### src/hdl/xie_pkg.sv
// ----------------------------------------------------------------------------
// xie_pkg
// Shared types and constants of the x86 instruction byte encoder.
// ----------------------------------------------------------------------------
package xie_pkg;

  localparam int unsigned MaxBytes = 7;

  // instruction kinds
  localparam logic [3:0] CMD_PUSH    = 4'd0;
  localparam logic [3:0] CMD_POP     = 4'd1;
  localparam logic [3:0] CMD_MOV_RR  = 4'd2;
  localparam logic [3:0] CMD_LOAD    = 4'd3;
  localparam logic [3:0] CMD_STORE   = 4'd4;
  localparam logic [3:0] CMD_MOV_IMM = 4'd5;
  localparam logic [3:0] CMD_CALL_R  = 4'd6;
  localparam logic [3:0] CMD_CALL_REL = 4'd7;
  localparam logic [3:0] CMD_ADD_RR  = 4'd8;
  localparam logic [3:0] CMD_ADD_IMM = 4'd9;
  localparam logic [3:0] CMD_RET     = 4'd10;
  localparam logic [3:0] CMD_CMP     = 4'd11;
  localparam logic [3:0] CMD_TEST    = 4'd12;
  localparam logic [3:0] CMD_INT3    = 4'd13;

  // opcodes
  localparam logic [7:0] OP_PUSH     = 8'h50;
  localparam logic [7:0] OP_POP      = 8'h58;
  localparam logic [7:0] OP_MOV_LD   = 8'h8B;
  localparam logic [7:0] OP_MOV_ST   = 8'h89;
  localparam logic [7:0] OP_MOV_IMM  = 8'hB8;
  localparam logic [7:0] OP_GRP5     = 8'hFF;
  localparam logic [7:0] OP_CALL_REL = 8'hE8;
  localparam logic [7:0] OP_ADD_RR   = 8'h03;
  localparam logic [7:0] OP_ADD_IB   = 8'h83;
  localparam logic [7:0] OP_ADD_ID   = 8'h81;
  localparam logic [7:0] OP_RET      = 8'hC3;
  localparam logic [7:0] OP_RET_IW   = 8'hC2;
  localparam logic [7:0] OP_CMP_RR   = 8'h3B;
  localparam logic [7:0] OP_TEST_RR  = 8'h85;
  localparam logic [7:0] OP_INT3     = 8'hCC;
  localparam logic [7:0] SIB_ESP     = 8'h24;

  localparam logic [2:0] REG_ESP = 3'd4;
  localparam logic [2:0] REG_EBP = 3'd5;

  localparam logic [1:0] MOD_NODISP = 2'd0;
  localparam logic [1:0] MOD_DISP8  = 2'd1;
  localparam logic [1:0] MOD_DISP32 = 2'd2;
  localparam logic [1:0] MOD_REG    = 2'd3;

  // one encoded instruction waiting to be serialized
  typedef struct packed {
    logic [MaxBytes-1:0][7:0] bytes;
    logic [2:0]               len;
    logic [31:0]              start;
    logic [31:0]              patch;
  } xie_entry_t;

  typedef struct packed {
    logic full;
    logic empty;
  } xie_qstat_t;

endpackage

### src/hdl/xie_if.sv
// ----------------------------------------------------------------------------
// xie_if
// Request and code byte channels of the x86 instruction byte encoder.
// ----------------------------------------------------------------------------
interface xie_req_if;
  logic        valid;
  logic        ready;
  logic [3:0]  cmd;
  logic [2:0]  reg_a;
  logic [2:0]  reg_b;
  logic [31:0] imm;

  modport source (output valid, output cmd, output reg_a, output reg_b, output imm,
                  input ready);
  modport sink (input valid, input cmd, input reg_a, input reg_b, input imm,
                output ready);
endinterface

interface xie_code_if;
  logic        valid;
  logic        ready;
  logic [7:0]  code_byte;
  logic        last_byte;
  logic [31:0] start_offset;
  logic [31:0] patch_offset;

  modport source (output valid, output code_byte, output last_byte,
                  output start_offset, output patch_offset, input ready);
  modport sink (input valid, input code_byte, input last_byte,
                input start_offset, input patch_offset, output ready);
endinterface

### src/hdl/x86_instruction_byte_encoder.sv
// ----------------------------------------------------------------------------
// x86_instruction_byte_encoder
// Encodes 32-bit x86 instruction requests into a stream of code bytes.
// ----------------------------------------------------------------------------
// the first byte of an instruction passes the instruction queue and then the
//   output register before it appears on the code channel
// one code byte per cycle while code_o is ready and the queue is not empty;
//   an instruction of 1 to 7 bytes leaves through the single-byte output register
// a request transfers every cycle while the instruction queue has room
// reset clears the code offset to zero and empties queue and output register
module x86_instruction_byte_encoder import xie_pkg::*; #(
  parameter int unsigned QUEUE_DEPTH = 2
) (
  input  logic       clk_i,
  input  logic       rst_ni,
  xie_req_if.sink    req_i,
  xie_code_if.source code_o
);

  xie_entry_t entry, head;
  xie_qstat_t qstat;
  logic       push, pop;

  xie_front u_front (
    .clk_i   (clk_i),
    .rst_ni  (rst_ni),
    .req_i   (req_i),
    .qstat_i (qstat),
    .push_o  (push),
    .entry_o (entry)
  );

  xie_queue #(.Depth(QUEUE_DEPTH)) u_queue (
    .clk_i   (clk_i),
    .rst_ni  (rst_ni),
    .push_i  (push),
    .entry_i (entry),
    .pop_i   (pop),
    .head_o  (head),
    .qstat_o (qstat)
  );

  xie_back u_back (
    .clk_i   (clk_i),
    .rst_ni  (rst_ni),
    .head_i  (head),
    .qstat_i (qstat),
    .pop_o   (pop),
    .code_o  (code_o)
  );

  // a nonzero patch offset always points just past the call opcode
  a_patch_offset: assert property (@(posedge clk_i) disable iff (!rst_ni)
    code_o.valid && code_o.patch_offset != 32'd0
      |-> code_o.patch_offset == code_o.start_offset + 32'd1)
    else $error("patch offset does not follow start offset");

  // bytes of one instruction follow each other without gaps
  a_no_gap: assert property (@(posedge clk_i) disable iff (!rst_ni)
    code_o.valid && code_o.ready && !code_o.last_byte
      |=> code_o.valid && code_o.start_offset == $past(code_o.start_offset))
    else $error("gap or offset change inside an instruction");

  // the queue never pops while empty nor signals full and empty together
  a_queue_state: assert property (@(posedge clk_i) disable iff (!rst_ni)
    !(qstat.full && qstat.empty) && !(pop && qstat.empty))
    else $error("instruction queue state inconsistent");

  // a pushed instruction is never dropped by a full queue
  a_no_overflow: assert property (@(posedge clk_i) disable iff (!rst_ni)
    push |-> !qstat.full)
    else $error("push into full instruction queue");

endmodule

### src/hdl/xie_front.sv
// ----------------------------------------------------------------------------
// xie_front
// Accepts requests, encodes them into byte groups and tracks the code offset.
// ----------------------------------------------------------------------------
module xie_front import xie_pkg::*; (
  input  logic       clk_i,
  input  logic       rst_ni,
  xie_req_if.sink    req_i,
  input  xie_qstat_t qstat_i,
  output logic       push_o,
  output xie_entry_t entry_o
);

  logic [31:0]              offset_q, offset_d;
  logic [MaxBytes-1:0][7:0] bytes;
  logic [2:0]               len;
  logic [2:0]               mem_r, mem_base, dpos;
  logic [1:0]               mode;
  logic                     imm_small;
  logic                     accept;

  assign imm_small = (req_i.imm[31:7] == 25'd0);

  // memory operand selection for load and store
  always_comb begin
    if (req_i.cmd == CMD_LOAD) begin
      mem_r    = req_i.reg_a;
      mem_base = req_i.reg_b;
    end else begin
      mem_r    = req_i.reg_b;
      mem_base = req_i.reg_a;
    end
    if (req_i.imm == 32'd0 && mem_base != REG_EBP) begin
      mode = MOD_NODISP;
    end else if (imm_small) begin
      mode = MOD_DISP8;
    end else begin
      mode = MOD_DISP32;
    end
    dpos = (mem_base == REG_ESP) ? 3'd3 : 3'd2;
  end

  always_comb begin
    bytes = '0;
    len   = 3'd0;
    unique case (req_i.cmd)
      CMD_PUSH: begin
        bytes[0] = OP_PUSH | {5'd0, req_i.reg_a};
        len      = 3'd1;
      end
      CMD_POP: begin
        bytes[0] = OP_POP | {5'd0, req_i.reg_a};
        len      = 3'd1;
      end
      CMD_MOV_RR, CMD_ADD_RR, CMD_CMP: begin
        if (req_i.cmd == CMD_MOV_RR) begin
          bytes[0] = OP_MOV_LD;
        end else if (req_i.cmd == CMD_ADD_RR) begin
          bytes[0] = OP_ADD_RR;
        end else begin
          bytes[0] = OP_CMP_RR;
        end
        bytes[1] = {MOD_REG, req_i.reg_a, req_i.reg_b};
        len      = 3'd2;
      end
      CMD_LOAD, CMD_STORE: begin
        bytes[0] = (req_i.cmd == CMD_LOAD) ? OP_MOV_LD : OP_MOV_ST;
        bytes[1] = {mode, mem_r, mem_base};
        if (mem_base == REG_ESP) begin
          bytes[2] = SIB_ESP;
        end
        if (mode == MOD_DISP8) begin
          bytes[dpos] = req_i.imm[7:0];
          len         = dpos + 3'd1;
        end else if (mode == MOD_DISP32) begin
          bytes[dpos]        = req_i.imm[7:0];
          bytes[dpos + 3'd1] = req_i.imm[15:8];
          bytes[dpos + 3'd2] = req_i.imm[23:16];
          bytes[dpos + 3'd3] = req_i.imm[31:24];
          len                = dpos + 3'd4;
        end else begin
          len = dpos;
        end
      end
      CMD_MOV_IMM, CMD_CALL_REL: begin
        bytes[0] = (req_i.cmd == CMD_MOV_IMM) ? (OP_MOV_IMM | {5'd0, req_i.reg_a})
                                              : OP_CALL_REL;
        bytes[1] = req_i.imm[7:0];
        bytes[2] = req_i.imm[15:8];
        bytes[3] = req_i.imm[23:16];
        bytes[4] = req_i.imm[31:24];
        len      = 3'd5;
      end
      CMD_CALL_R: begin
        bytes[0] = OP_GRP5;
        bytes[1] = {MOD_REG, 3'd2, req_i.reg_a};
        len      = 3'd2;
      end
      CMD_ADD_IMM: begin
        bytes[1] = {MOD_REG, 3'd0, req_i.reg_a};
        bytes[2] = req_i.imm[7:0];
        if (imm_small) begin
          bytes[0] = OP_ADD_IB;
          len      = 3'd3;
        end else begin
          bytes[0] = OP_ADD_ID;
          bytes[3] = req_i.imm[15:8];
          bytes[4] = req_i.imm[23:16];
          bytes[5] = req_i.imm[31:24];
          len      = 3'd6;
        end
      end
      CMD_RET: begin
        if (req_i.imm[15:0] == 16'd0) begin
          bytes[0] = OP_RET;
          len      = 3'd1;
        end else begin
          bytes[0] = OP_RET_IW;
          bytes[1] = req_i.imm[7:0];
          bytes[2] = req_i.imm[15:8];
          len      = 3'd3;
        end
      end
      CMD_TEST: begin
        bytes[0] = OP_TEST_RR;
        bytes[1] = {MOD_REG, req_i.reg_a, req_i.reg_a};
        len      = 3'd2;
      end
      CMD_INT3: begin
        bytes[0] = OP_INT3;
        len      = 3'd1;
      end
      default: begin
        // unused kinds produce nothing
        len = 3'd0;
      end
    endcase
  end

  assign req_i.ready = !qstat_i.full;
  assign accept      = req_i.valid && req_i.ready;
  assign push_o      = accept && (len != 3'd0);

  assign entry_o.bytes = bytes;
  assign entry_o.len   = len;
  assign entry_o.start = offset_q;
  assign entry_o.patch = (req_i.cmd == CMD_CALL_REL) ? (offset_q + 32'd1) : 32'd0;

  assign offset_d = push_o ? (offset_q + {29'd0, len}) : offset_q;

  always_ff @(posedge clk_i or negedge rst_ni) begin
    if (!rst_ni) begin
      offset_q <= 32'd0;
    end else begin
      offset_q <= offset_d;
    end
  end

endmodule

### src/hdl/xie_queue.sv
// ----------------------------------------------------------------------------
// xie_queue
// Small queue of encoded instructions between the encoder and the serializer.
// ----------------------------------------------------------------------------
module xie_queue import xie_pkg::*; #(
  parameter int unsigned Depth = 2
) (
  input  logic       clk_i,
  input  logic       rst_ni,
  input  logic       push_i,
  input  xie_entry_t entry_i,
  input  logic       pop_i,
  output xie_entry_t head_o,
  output xie_qstat_t qstat_o
);

  localparam int unsigned PtrW = (Depth > 1) ? $clog2(Depth) : 1;
  localparam int unsigned CntW = $clog2(Depth + 1);

  xie_entry_t        mem_q [Depth];
  logic [PtrW-1:0]   wr_q, wr_d, rd_q, rd_d;
  logic [CntW-1:0]   cnt_q, cnt_d;
  logic              do_push, do_pop;

  assign qstat_o.full  = (cnt_q == CntW'(Depth));
  assign qstat_o.empty = (cnt_q == '0);
  assign do_push       = push_i && !qstat_o.full;
  assign do_pop        = pop_i && !qstat_o.empty;
  assign head_o        = mem_q[rd_q];

  always_comb begin
    wr_d  = wr_q;
    rd_d  = rd_q;
    cnt_d = cnt_q;
    if (do_push) begin
      wr_d = (wr_q == PtrW'(Depth - 1)) ? '0 : wr_q + PtrW'(1);
    end
    if (do_pop) begin
      rd_d = (rd_q == PtrW'(Depth - 1)) ? '0 : rd_q + PtrW'(1);
    end
    if (do_push && !do_pop) begin
      cnt_d = cnt_q + CntW'(1);
    end else if (do_pop && !do_push) begin
      cnt_d = cnt_q - CntW'(1);
    end
  end

  always_ff @(posedge clk_i or negedge rst_ni) begin
    if (!rst_ni) begin
      wr_q  <= '0;
      rd_q  <= '0;
      cnt_q <= '0;
    end else begin
      wr_q  <= wr_d;
      rd_q  <= rd_d;
      cnt_q <= cnt_d;
    end
  end

  always_ff @(posedge clk_i) begin
    if (do_push) begin
      mem_q[wr_q] <= entry_i;
    end
  end

endmodule

### src/hdl/xie_back.sv
// ----------------------------------------------------------------------------
// xie_back
// Serializes the head instruction into one code byte per cycle while the code channel is ready.
// ----------------------------------------------------------------------------
module xie_back import xie_pkg::*; (
  input  logic       clk_i,
  input  logic       rst_ni,
  input  xie_entry_t head_i,
  input  xie_qstat_t qstat_i,
  output logic       pop_o,
  xie_code_if.source code_o
);

  logic [2:0]  idx_q, idx_d;
  logic        valid_q, valid_d;
  logic [7:0]  byte_q;
  logic        last_q;
  logic [31:0] start_q, patch_q;
  logic        advance, emit, is_last;

  assign advance = !valid_q || code_o.ready;
  assign emit    = advance && !qstat_i.empty;
  assign is_last = ((idx_q + 3'd1) == head_i.len);
  assign pop_o   = emit && is_last;

  always_comb begin
    idx_d   = idx_q;
    valid_d = valid_q;
    if (advance) begin
      valid_d = !qstat_i.empty;
    end
    if (emit) begin
      idx_d = is_last ? 3'd0 : idx_q + 3'd1;
    end
  end

  always_ff @(posedge clk_i or negedge rst_ni) begin
    if (!rst_ni) begin
      idx_q   <= 3'd0;
      valid_q <= 1'b0;
    end else begin
      idx_q   <= idx_d;
      valid_q <= valid_d;
    end
  end

  always_ff @(posedge clk_i) begin
    if (emit) begin
      byte_q  <= head_i.bytes[idx_q];
      last_q  <= is_last;
      start_q <= head_i.start;
      patch_q <= head_i.patch;
    end
  end

  assign code_o.valid        = valid_q;
  assign code_o.code_byte    = byte_q;
  assign code_o.last_byte    = last_q;
  assign code_o.start_offset = start_q;
  assign code_o.patch_offset = patch_q;

endmodule
### src/flat_wrapper.sv
// flat-port wrapper written by rule: the top's interface ports become plain ports
module x86_instruction_byte_encoder_flat import xie_pkg::*;
#(
  parameter int unsigned QUEUE_DEPTH = 2
)
  (clk_i, rst_ni, req_i_valid, req_i_cmd, req_i_reg_a, req_i_reg_b, req_i_imm, req_i_ready, code_o_valid, code_o_code_byte, code_o_last_byte, code_o_start_offset, code_o_patch_offset, code_o_ready);
  xie_req_if req_i_i ();
  xie_code_if code_o_i ();
  input  logic clk_i;
  input  logic rst_ni;
  input wire logic [$bits(req_i_i.valid)-1:0] req_i_valid;
  input wire logic [$bits(req_i_i.cmd)-1:0] req_i_cmd;
  input wire logic [$bits(req_i_i.reg_a)-1:0] req_i_reg_a;
  input wire logic [$bits(req_i_i.reg_b)-1:0] req_i_reg_b;
  input wire logic [$bits(req_i_i.imm)-1:0] req_i_imm;
  output wire logic [$bits(req_i_i.ready)-1:0] req_i_ready;
  output wire logic [$bits(code_o_i.valid)-1:0] code_o_valid;
  output wire logic [$bits(code_o_i.code_byte)-1:0] code_o_code_byte;
  output wire logic [$bits(code_o_i.last_byte)-1:0] code_o_last_byte;
  output wire logic [$bits(code_o_i.start_offset)-1:0] code_o_start_offset;
  output wire logic [$bits(code_o_i.patch_offset)-1:0] code_o_patch_offset;
  input wire logic [$bits(code_o_i.ready)-1:0] code_o_ready;
  assign req_i_i.valid = req_i_valid;
  assign req_i_i.cmd = req_i_cmd;
  assign req_i_i.reg_a = req_i_reg_a;
  assign req_i_i.reg_b = req_i_reg_b;
  assign req_i_i.imm = req_i_imm;
  assign req_i_ready = req_i_i.ready;
  assign code_o_valid = code_o_i.valid;
  assign code_o_code_byte = code_o_i.code_byte;
  assign code_o_last_byte = code_o_i.last_byte;
  assign code_o_start_offset = code_o_i.start_offset;
  assign code_o_patch_offset = code_o_i.patch_offset;
  assign code_o_i.ready = code_o_ready;
  x86_instruction_byte_encoder #(.QUEUE_DEPTH(QUEUE_DEPTH)) u_core (.clk_i(clk_i), .rst_ni(rst_ni), .req_i(req_i_i), .code_o(code_o_i));
endmodule
### config.mk
export PLATFORM = sky130hd
export DESIGN_NAME = x86_instruction_byte_encoder_flat
export DESIGN_NICKNAME = d
export VERILOG_FILES = /design/src/hdl/xie_pkg.sv /design/src/hdl/xie_if.sv /design/src/hdl/x86_instruction_byte_encoder.sv /design/src/hdl/xie_front.sv /design/src/hdl/xie_queue.sv /design/src/hdl/xie_back.sv /design/src/flat_wrapper.sv
export SDC_FILE = /design/constraint.sdc
export NUM_CORES = 1
export LEC_CHECK = 0
export BUFFER_PORTS_ARGS = -buffer_cell sky130_fd_sc_hd__buf_2
export CORE_MARGIN = 2
export CORE_UTILIZATION = 56
export DETAILED_ROUTE_END_ITERATION = 12
export HOLD_SLACK_MARGIN = 0.08
export PLACE_DENSITY = 0.75
export SLEW_MARGIN = 20
export SYNTH_ARGS = -nofsm -noshare
export SYNTH_HDL_FRONTEND = slang
export SYNTH_SLANG_ARGS = --single-unit
### constraint.sdc
create_clock -name clk_i -period 7.4 [get_ports clk_i]
set_input_delay 0.37 -clock clk_i [delete_from_list [all_inputs] [get_ports clk_i]]
set_output_delay 0.37 -clock clk_i [all_outputs]
set_load 0.1 [all_outputs]
==> summary.txt, run 1 <==
Outcome
  – Run status: completed

Power
  – Leakage: 0.006524 uW
  – Peak supply drop: 0.2416 mV
  – Cell area power density: between 400 and 500 nW/um^2

Global routing
  – Global-route wire length before repair: 48470 um
  – Total gr overflow: 0
  – Initial antenna violation count: 0
  – Vias in the first global route: 8724
  – GRT Resource Usage Total: 0.2180
  – Largest net degree at the start of global routing: 67

Yosys
  – Share of the yosys chip area belonging to registers: 0.6879
  – Syn Nets: 1064
  – Synth Cell Area: 15380 um^2
  – Leading register cell type out of synthesis: edfxtp_1
  – Average cell area after synthesis: 15.23 um^2
  – Ys Warns: 0
  – Cell count after synthesis: 1010
  – Synth area leaders: edfxtp_1, dfrtp_1, mux2_2, mux4_2, xor2_1
  – Yosys top cell area share: 0.6228
  – Synth Register Bits: 359
  – Synth area leader: edfxtp_1
  – Cell variety after synth: 66
  – Number of flops mapped to enable cells by yosys: ~320
  – Async S/R FF share, synth: 0.1114

Placed design
  – PortBufs: 120
  – Global placer's final weighted congestion: 0.9126
  – Post-detail-place hpwl: 20320 um
  – Pre-CTS setup slack: 2.271 ns

Timing
  – Clock skew: 0.02496 ns
  – Measured slew at the worst slew-check pin: 0.9501 ns
  – RSZ-0062 raised after global routing: no
  – Setup ws final: around 2.8 ns
  – Fmax: 216.3 MHz
  – Slew Viols, Final: 0
  – Fin Setup TNS: 0 ns
  – Shortest period the worst path allows: 4.623 ns
  – Final hold violations: 0
  – Final Cycle Share: 0.6247
  – Slew margin rel.: 0.3666
  – Final setup violation count: 0

Setup path
  – WS Path Type: in -> reg
  – CP startpoint kind: input port
  – WP data required: 7.85 ns
  – Crit path DAT: 5.07 ns
  – CP max FO: 7
  – CP Capture Type: register

Final layout
  – # fillers: 1918
  – Nets: 1181
  – Layout cell share with drive strength beyond 1: 0.2663
  – Area growth syn-to-layout: 13.45%
  – Final Core Density: 0.6474

Detailed routing
  – ANT nets after route: 0
  – Remaining DRCs: 0
  – Vias per inst: 5.963
  – WL per Instance: a little over 20 um
  – Post-Route WL: 31070 um
  – Vias: 8914
  – Iter 0 DRT Violations: approximately 680
  – DR pass1 iterations: 9

Die
  – Die area: 28810 um^2
  – Area of the core: 26950 um^2
  – Rows: 60
  – I/O pin count: ~120
  – Die height: 169.7 um
  – Initial Utilization: 0.5707
  – Die X: 169.7 um

Clocking
  – Post-CTS sizing: 0
  – CTS Sinks: between 300 and 400
  – CTS max path bufs: 3
  – Worst skew pair latency: between 0.5 and 0.6 ns
  – H-tree levels: 2
  – Hold_buf cts: 1
  – CTS tree: done
  – Post CTS Setup Buffer Count: 0
  – Num CTS Buffers: 37
  – Reg clk slew, reported paths: 0.06 ns
  – CTS root buf: clkbuf_16

Flow run
  – Maxcap violations: 0

Min path
  – Worst min path class: in -> reg
stage by stage:
| stage | hold slack, ns | power, uW | instance area (um^2) | std cells |
|---|---|---|---|---|
| finish | 0.2212 | 7494 | 17450 | 1495 |
| CTS | 0.2062 | 7561 | 17440 | 1494 |
| floorplan | 0.07441 | 5284 | 15390 | 1010 |
| global route | 0.2302 | 7772 | 17450 | 1494 |
| global placement | 0.4746 | 5751 | 16290 | 1428 |
| detailed placement | 0.4833 | 5792 | 16290 | 1428 |
cells in the mapped netlist (7+ instances only):
cell type / number
edfxtp_1: 319
mux2_2: 66
nand2_1: 62
nor2_1: 61
xor2_1: 46
dfrtp_1: 40
clkbuf_1: 37
inv_1: 37
o21ai_0: 35
mux4_2: 24
mux2i_1: 19
nand3_1: 19
a222oi_1: 17
xnor2_1: 17
a21oi_1: 15
a22o_1: 14
nand4_1: 12
and2_1: 11
nor4_1: 11
nor3_1: 10
o22ai_1: 10
buf_1: 9
nor3_2: 9
and3_1: 8
or3_1: 8
buf_2: 7
ha_1: 7
nand2b_1: 7
nor4_2: 7
power by group:
group	internal [uW]	switching (uW)
registers	2810	234
clock network	1050	718
logic	622	2060
total	4480	3010
layout make-up:
class	count	area, um^2	area share
Multi-Input combinational cell	555	4425	0.2536
Clock inverter	9	95.09	0.005450
Antenna cell	1	2.502	0.0001434
Inverter	38	142.6	0.008174
Sequential cell	359	10580	0.6066
Tap cell	341	426.7	0.02445
Timing Repair Buffer	136	723.2	0.04145
Clock buffer	56	1050	0.06016
worst paths after layout:
check,start,end,slack (ns),depth (start not counted)
max,req_i_imm[27],u_core.u_front.offset_q[18],2.78,17
max reg2reg,u_core.u_queue.rd_q,u_core.u_queue.cnt_q[1],3.75,8
min in group asynchronous,rst_ni,u_core.u_front.offset_q[19],0.46,3
min,req_i_imm[28],u_core.u_queue.mem_q[1][111],0.22,2
min reg2reg,u_core.u_queue.cnt_q[1],u_core.u_queue.cnt_q[1],0.53,1
max in group asynchronous,rst_ni,u_core.u_queue.rd_q,6.52,3
logic make-up after synthesis:
kind of cell             synth area share
buffers and inverters             0.02554
AND/OR/NAND/NOR                   0.08720
flip-flops                         0.6879
multiplexers                      0.09745
XOR/XNOR                          0.03587
AO/OA/AOI/OAI                     0.05906
adder cells (fa/ha/maj)          0.006996
state kept, by name, summed over array words and instances (netlist names):
name / cells
u_core.u_back.code_o.last_byte: 1
u_core.u_queue.rd_q: 1
u_core.u_back.code_o.patch_offset: 32
u_core.u_queue.wr_q: 1
u_core.u_queue.cnt_q: 2
u_core.u_back.idx_q: 3
u_core.u_queue.mem_q: 246
u_core.u_back.code_o.code_byte: 8
u_core.u_back.code_o.start_offset: 32
u_core.u_back.code_o.valid: 1
u_core.u_front.offset_q: 32
placed cells by master, fill, tap and decap left out, types with 14 or more instances in the layout:
cell type	Yosys	final
a21oi_1	15	15
a222oi_1	17	17
a22o_1	14	14
buf_2	7	120
buf_4	2	15
clkbuf_1	37	16
clkbuf_16	0	39
dfrtp_1	40	39
edfxtp_1	319	319
inv_1	37	36
mux2_2	66	66
mux2i_1	19	19
mux4_2	24	24
nand2_1	62	62
nand3_1	19	19
nor2_1	61	58
o21ai_0	35	34
xnor2_1	17	17
xor2_1	46	46
critical path: stages:
cell      delay (ns)
buf_2           0.12
nor4_1          0.36
nand4_1         0.30
nor4_4          0.52
nor2_1          0.08
ha_1            0.20
o211ai_1        0.08
o211ai_1        0.11
a221oi_1        0.62
inv_1           0.16
fa_1            0.47
nor2b_1         0.11
o21ai_0         0.13
or2_2           0.41
nor4_2          0.56
nor3b_2         0.30
xor2_1          0.15
layer usage:
metal	GRT usage	part of all wire	wire [um]	vias up
li1	-	-	-	4085
met1	0.2881	0.42	13160	4453
met2	0.3755	0.50	15570	323
met3	0.03078	0.050	1561	53
met4	0.07246	0.025	784	0
met5	0	0	0	-
(Power assumes the default switching activity.)
==> run 2, diff against run 1 <==
- CORE_UTILIZATION: 56 -> 54
- PLACE_DENSITY: 0.75 -> 0.76
- clock period: 7.4 -> 4 ns (I/O delays scaled with it)
==> run 2 against run 1 <==
First-iteration DRC count is 19% higher. Global-route usage is 1.0 points lower. Non-clock buffer count is 40 higher.
==> summary.txt, run 2 (same netlist as run 1, synthesis figures left out) <==
Die
  – Area of the core: roughly 28000 um^2
  – Rows: 61
  – Die X: 172.8 um
  – I/O pin count: approximately 120
  – Die height: 172.8 um
  – Initial Utilization: 0.5506
  – Die area: 29850 um^2

Timing
  – Final setup violation count: 0
  – Slew margin rel.: 0.3528
  – Slew Viols, Final: 0
  – Final Cycle Share: 0.9505
  – Clock skew: 0.02015 ns
  – Final hold violations: 0
  – Fin Setup TNS: 0 ns
  – Measured slew at the worst slew-check pin: 0.9707 ns
  – Final hold slack: 0.1003 ns
  – Shortest period the worst path allows: 3.802 ns
  – Fmax: 263.0 MHz

Final layout
  – Number of flip-flops in the largest register: 246
  – Area of the multi-input gates: 4517 um^2
  – Top reg by flops: u_core.u_queue.mem_q
  – Commonest non-fill, non-tap cells in the layout: edfxtp_1, buf_2, mux2_2
  – Reg area: between 10000 and 15000 um^2
  – Layout cell share with drive strength beyond 1: 0.2951
  – Nets: 1221
  – Antenna diode count: 0
  – Fin area: ~18000 um^2
  – # fillers: 1972
  – Most common cell after layout, fill and taps aside: edfxtp_1
  – Area growth syn-to-layout: 17.39%

Detailed routing
  – DR WL met2: 15780 um
  – Top routing layer in use: met4
  – Remaining DRCs: 0
  – ANT nets after route: 0
  – Met3 routed WL: between 1500 and 2000 um
  – Vias: about 9.1k
  – Post-Route WL: slightly above 30000 um
  – DR pass1 iterations: 8
  – M1 WL: 12660 um
  – Vias per inst: 5.798
  – Iter 0 DRT Violations: 807
  – WL per Instance: between 15 and 20 um

Setup path
  – Crit Reg-Reg Startpoint: u_core.u_front.offset_q[11]
  – Critical-path cell list: dlygate4sd3_1 -> buf_2 -> nor4_2 -> nand4_1 -> nor4_4 -> nor2_1 -> ha_1 -> o21ba_2 -> nor2_1 -> o21ai_1 -> a21boi_4 -> ha_4 -> inv_1 -> fa_2 -> nor2b_2 -> o21ai_2 -> or2_4 -> nor4_4 -> buf_4 -> nor3b_4 -> xor2_1
  – CP startpoint kind: input port
  – Slowest cell delay on critical path: between 0.5 and 0.6 ns
  – WP data required: 4.42 ns
  – Crit path DAT: 4.23 ns
  – WS Path Type: in -> reg
  – R2R cell count: 7
  – CP Capture Type: register
  – Slowest CP cell: dlygate4sd3_1
  – Crit path from: req_i_imm[26]
  – CP max FO: 7

Placed design
  – Post-detail-place hpwl: 20250 um
  – PortBufs: 120
  – Global placer's final weighted congestion: 0.8920
  – Post-Place Cell Area: 16650 um^2

Global routing
  – Largest net degree at the start of global routing: 60
  – Vias in the first global route: 9070
  – Global-route wire length before repair: about 50000 um
  – Initial antenna violation count: 0
  – Total gr overflow: 0
  – GRT Resource Usage Total: 0.2077

Clocking
  – CTS Sinks: 359
  – Num CTS Buffers: 37
  – Worst skew pair latency: 0.52 ns
  – Reg clk slew, reported paths: 0.06 ns
  – H-tree levels: 2
  – CTS tree: done
  – CTS max path bufs: 3
  – CTS root buf: clkbuf_16

Power
  – Peak supply drop: 0.4604 mV
  – Comb pwr share: 0.366
  – P_int: 8467 uW
  – Leakage: 0.006788 uW
  – Net Sw Power: 5593 uW
  – Sw Ratio: 0.3978
  – Cell area power density: 778.7 nW/um^2
  – Post-route total power: 14060 uW
  – Reg power frac: 0.396
  – Clock power frac: 0.238

Min path
  – WHS Path Cells: 3
  – Worst min path class: in -> reg
  – Hold path startpoint: req_i_imm[1]

Flow run
  – Maxcap violations: 0

Outcome
  – Run status: completed
## run 2: cell type report
type	instances	share of cell area
Clock buffer	49	0.05717
Clock inverter	16	0.009355
Inverter	38	0.007900
Multi-Input combinational cell	555	0.2502
Sequential cell	359	0.5862
Tap cell	378	0.02619
Timing Repair Buffer	176	0.06306
## run 2: metal layers
layer | global-route usage | vias to the layer above
met5 | 0 | -
met4 | 0.05756 | 0
met3 | 0.03012 | 54
met2 | 0.3573 | 356
met1 | 0.2792 | 4526
li1 | - | 4173
## run 2: worst paths after layout
kind / end / slack (ns)
max in group asynchronous: u_core.u_queue.rd_q / 2.90
min in group asynchronous: u_core.u_front.offset_q[17] / 0.37
worst max-delay path: u_core.u_front.offset_q[18] / 0.20
worst max register to register: u_core.u_queue.mem_q[1][26] / 1.15
worst min register to register: u_core.u_queue.cnt_q[1] / 0.51
worst min-delay path: u_core.u_queue.mem_q[0][92] / 0.10
## run 2: what timing repair did
action / CTS / global route
resized for setup: 0 / 12
hold buffers: 12 / 0
buffers inserted: 0 / 4
setup endpoints to repair: 0 / 10
endpoints found under the hold margin: 60 / 0
## run 2: power by group through the flow
stage	clock, uW	combinational (uW)	sequential (uW)
floorplan	0	1850	7910
global placement	0	5100	5600
detailed placement	0	5130	5650
CTS	3420	5170	5580
global route	3570	5390	5660
finish	3350	5140	5570
## run 2: critical path: cells and delay by family
family	cells	cell delay (ns)
AOI/OAI and AO/OA	4	0.61
xor gates and xnor gates	1	0.15
adders and majority gates	3	0.83
buffers and inverters	4	0.91
and+or+nand+nor	9	1.51
## run 2: per-stage QoR
| stage | setup WS, ns | cells | util |
|---|---|---|---|
| after floorplan | -0.6951 | 1010 | - |
| after global placement | 0.01623 | 1490 | 0.5959 |
| after detailed placement | -0.1448 | 1490 | 0.5959 |
| after CTS | 0.04742 | 1567 | 0.6432 |
| after global routing | -0.06179 | 1571 | 0.6464 |
| final | 0.1978 | 1571 | 0.6464 |
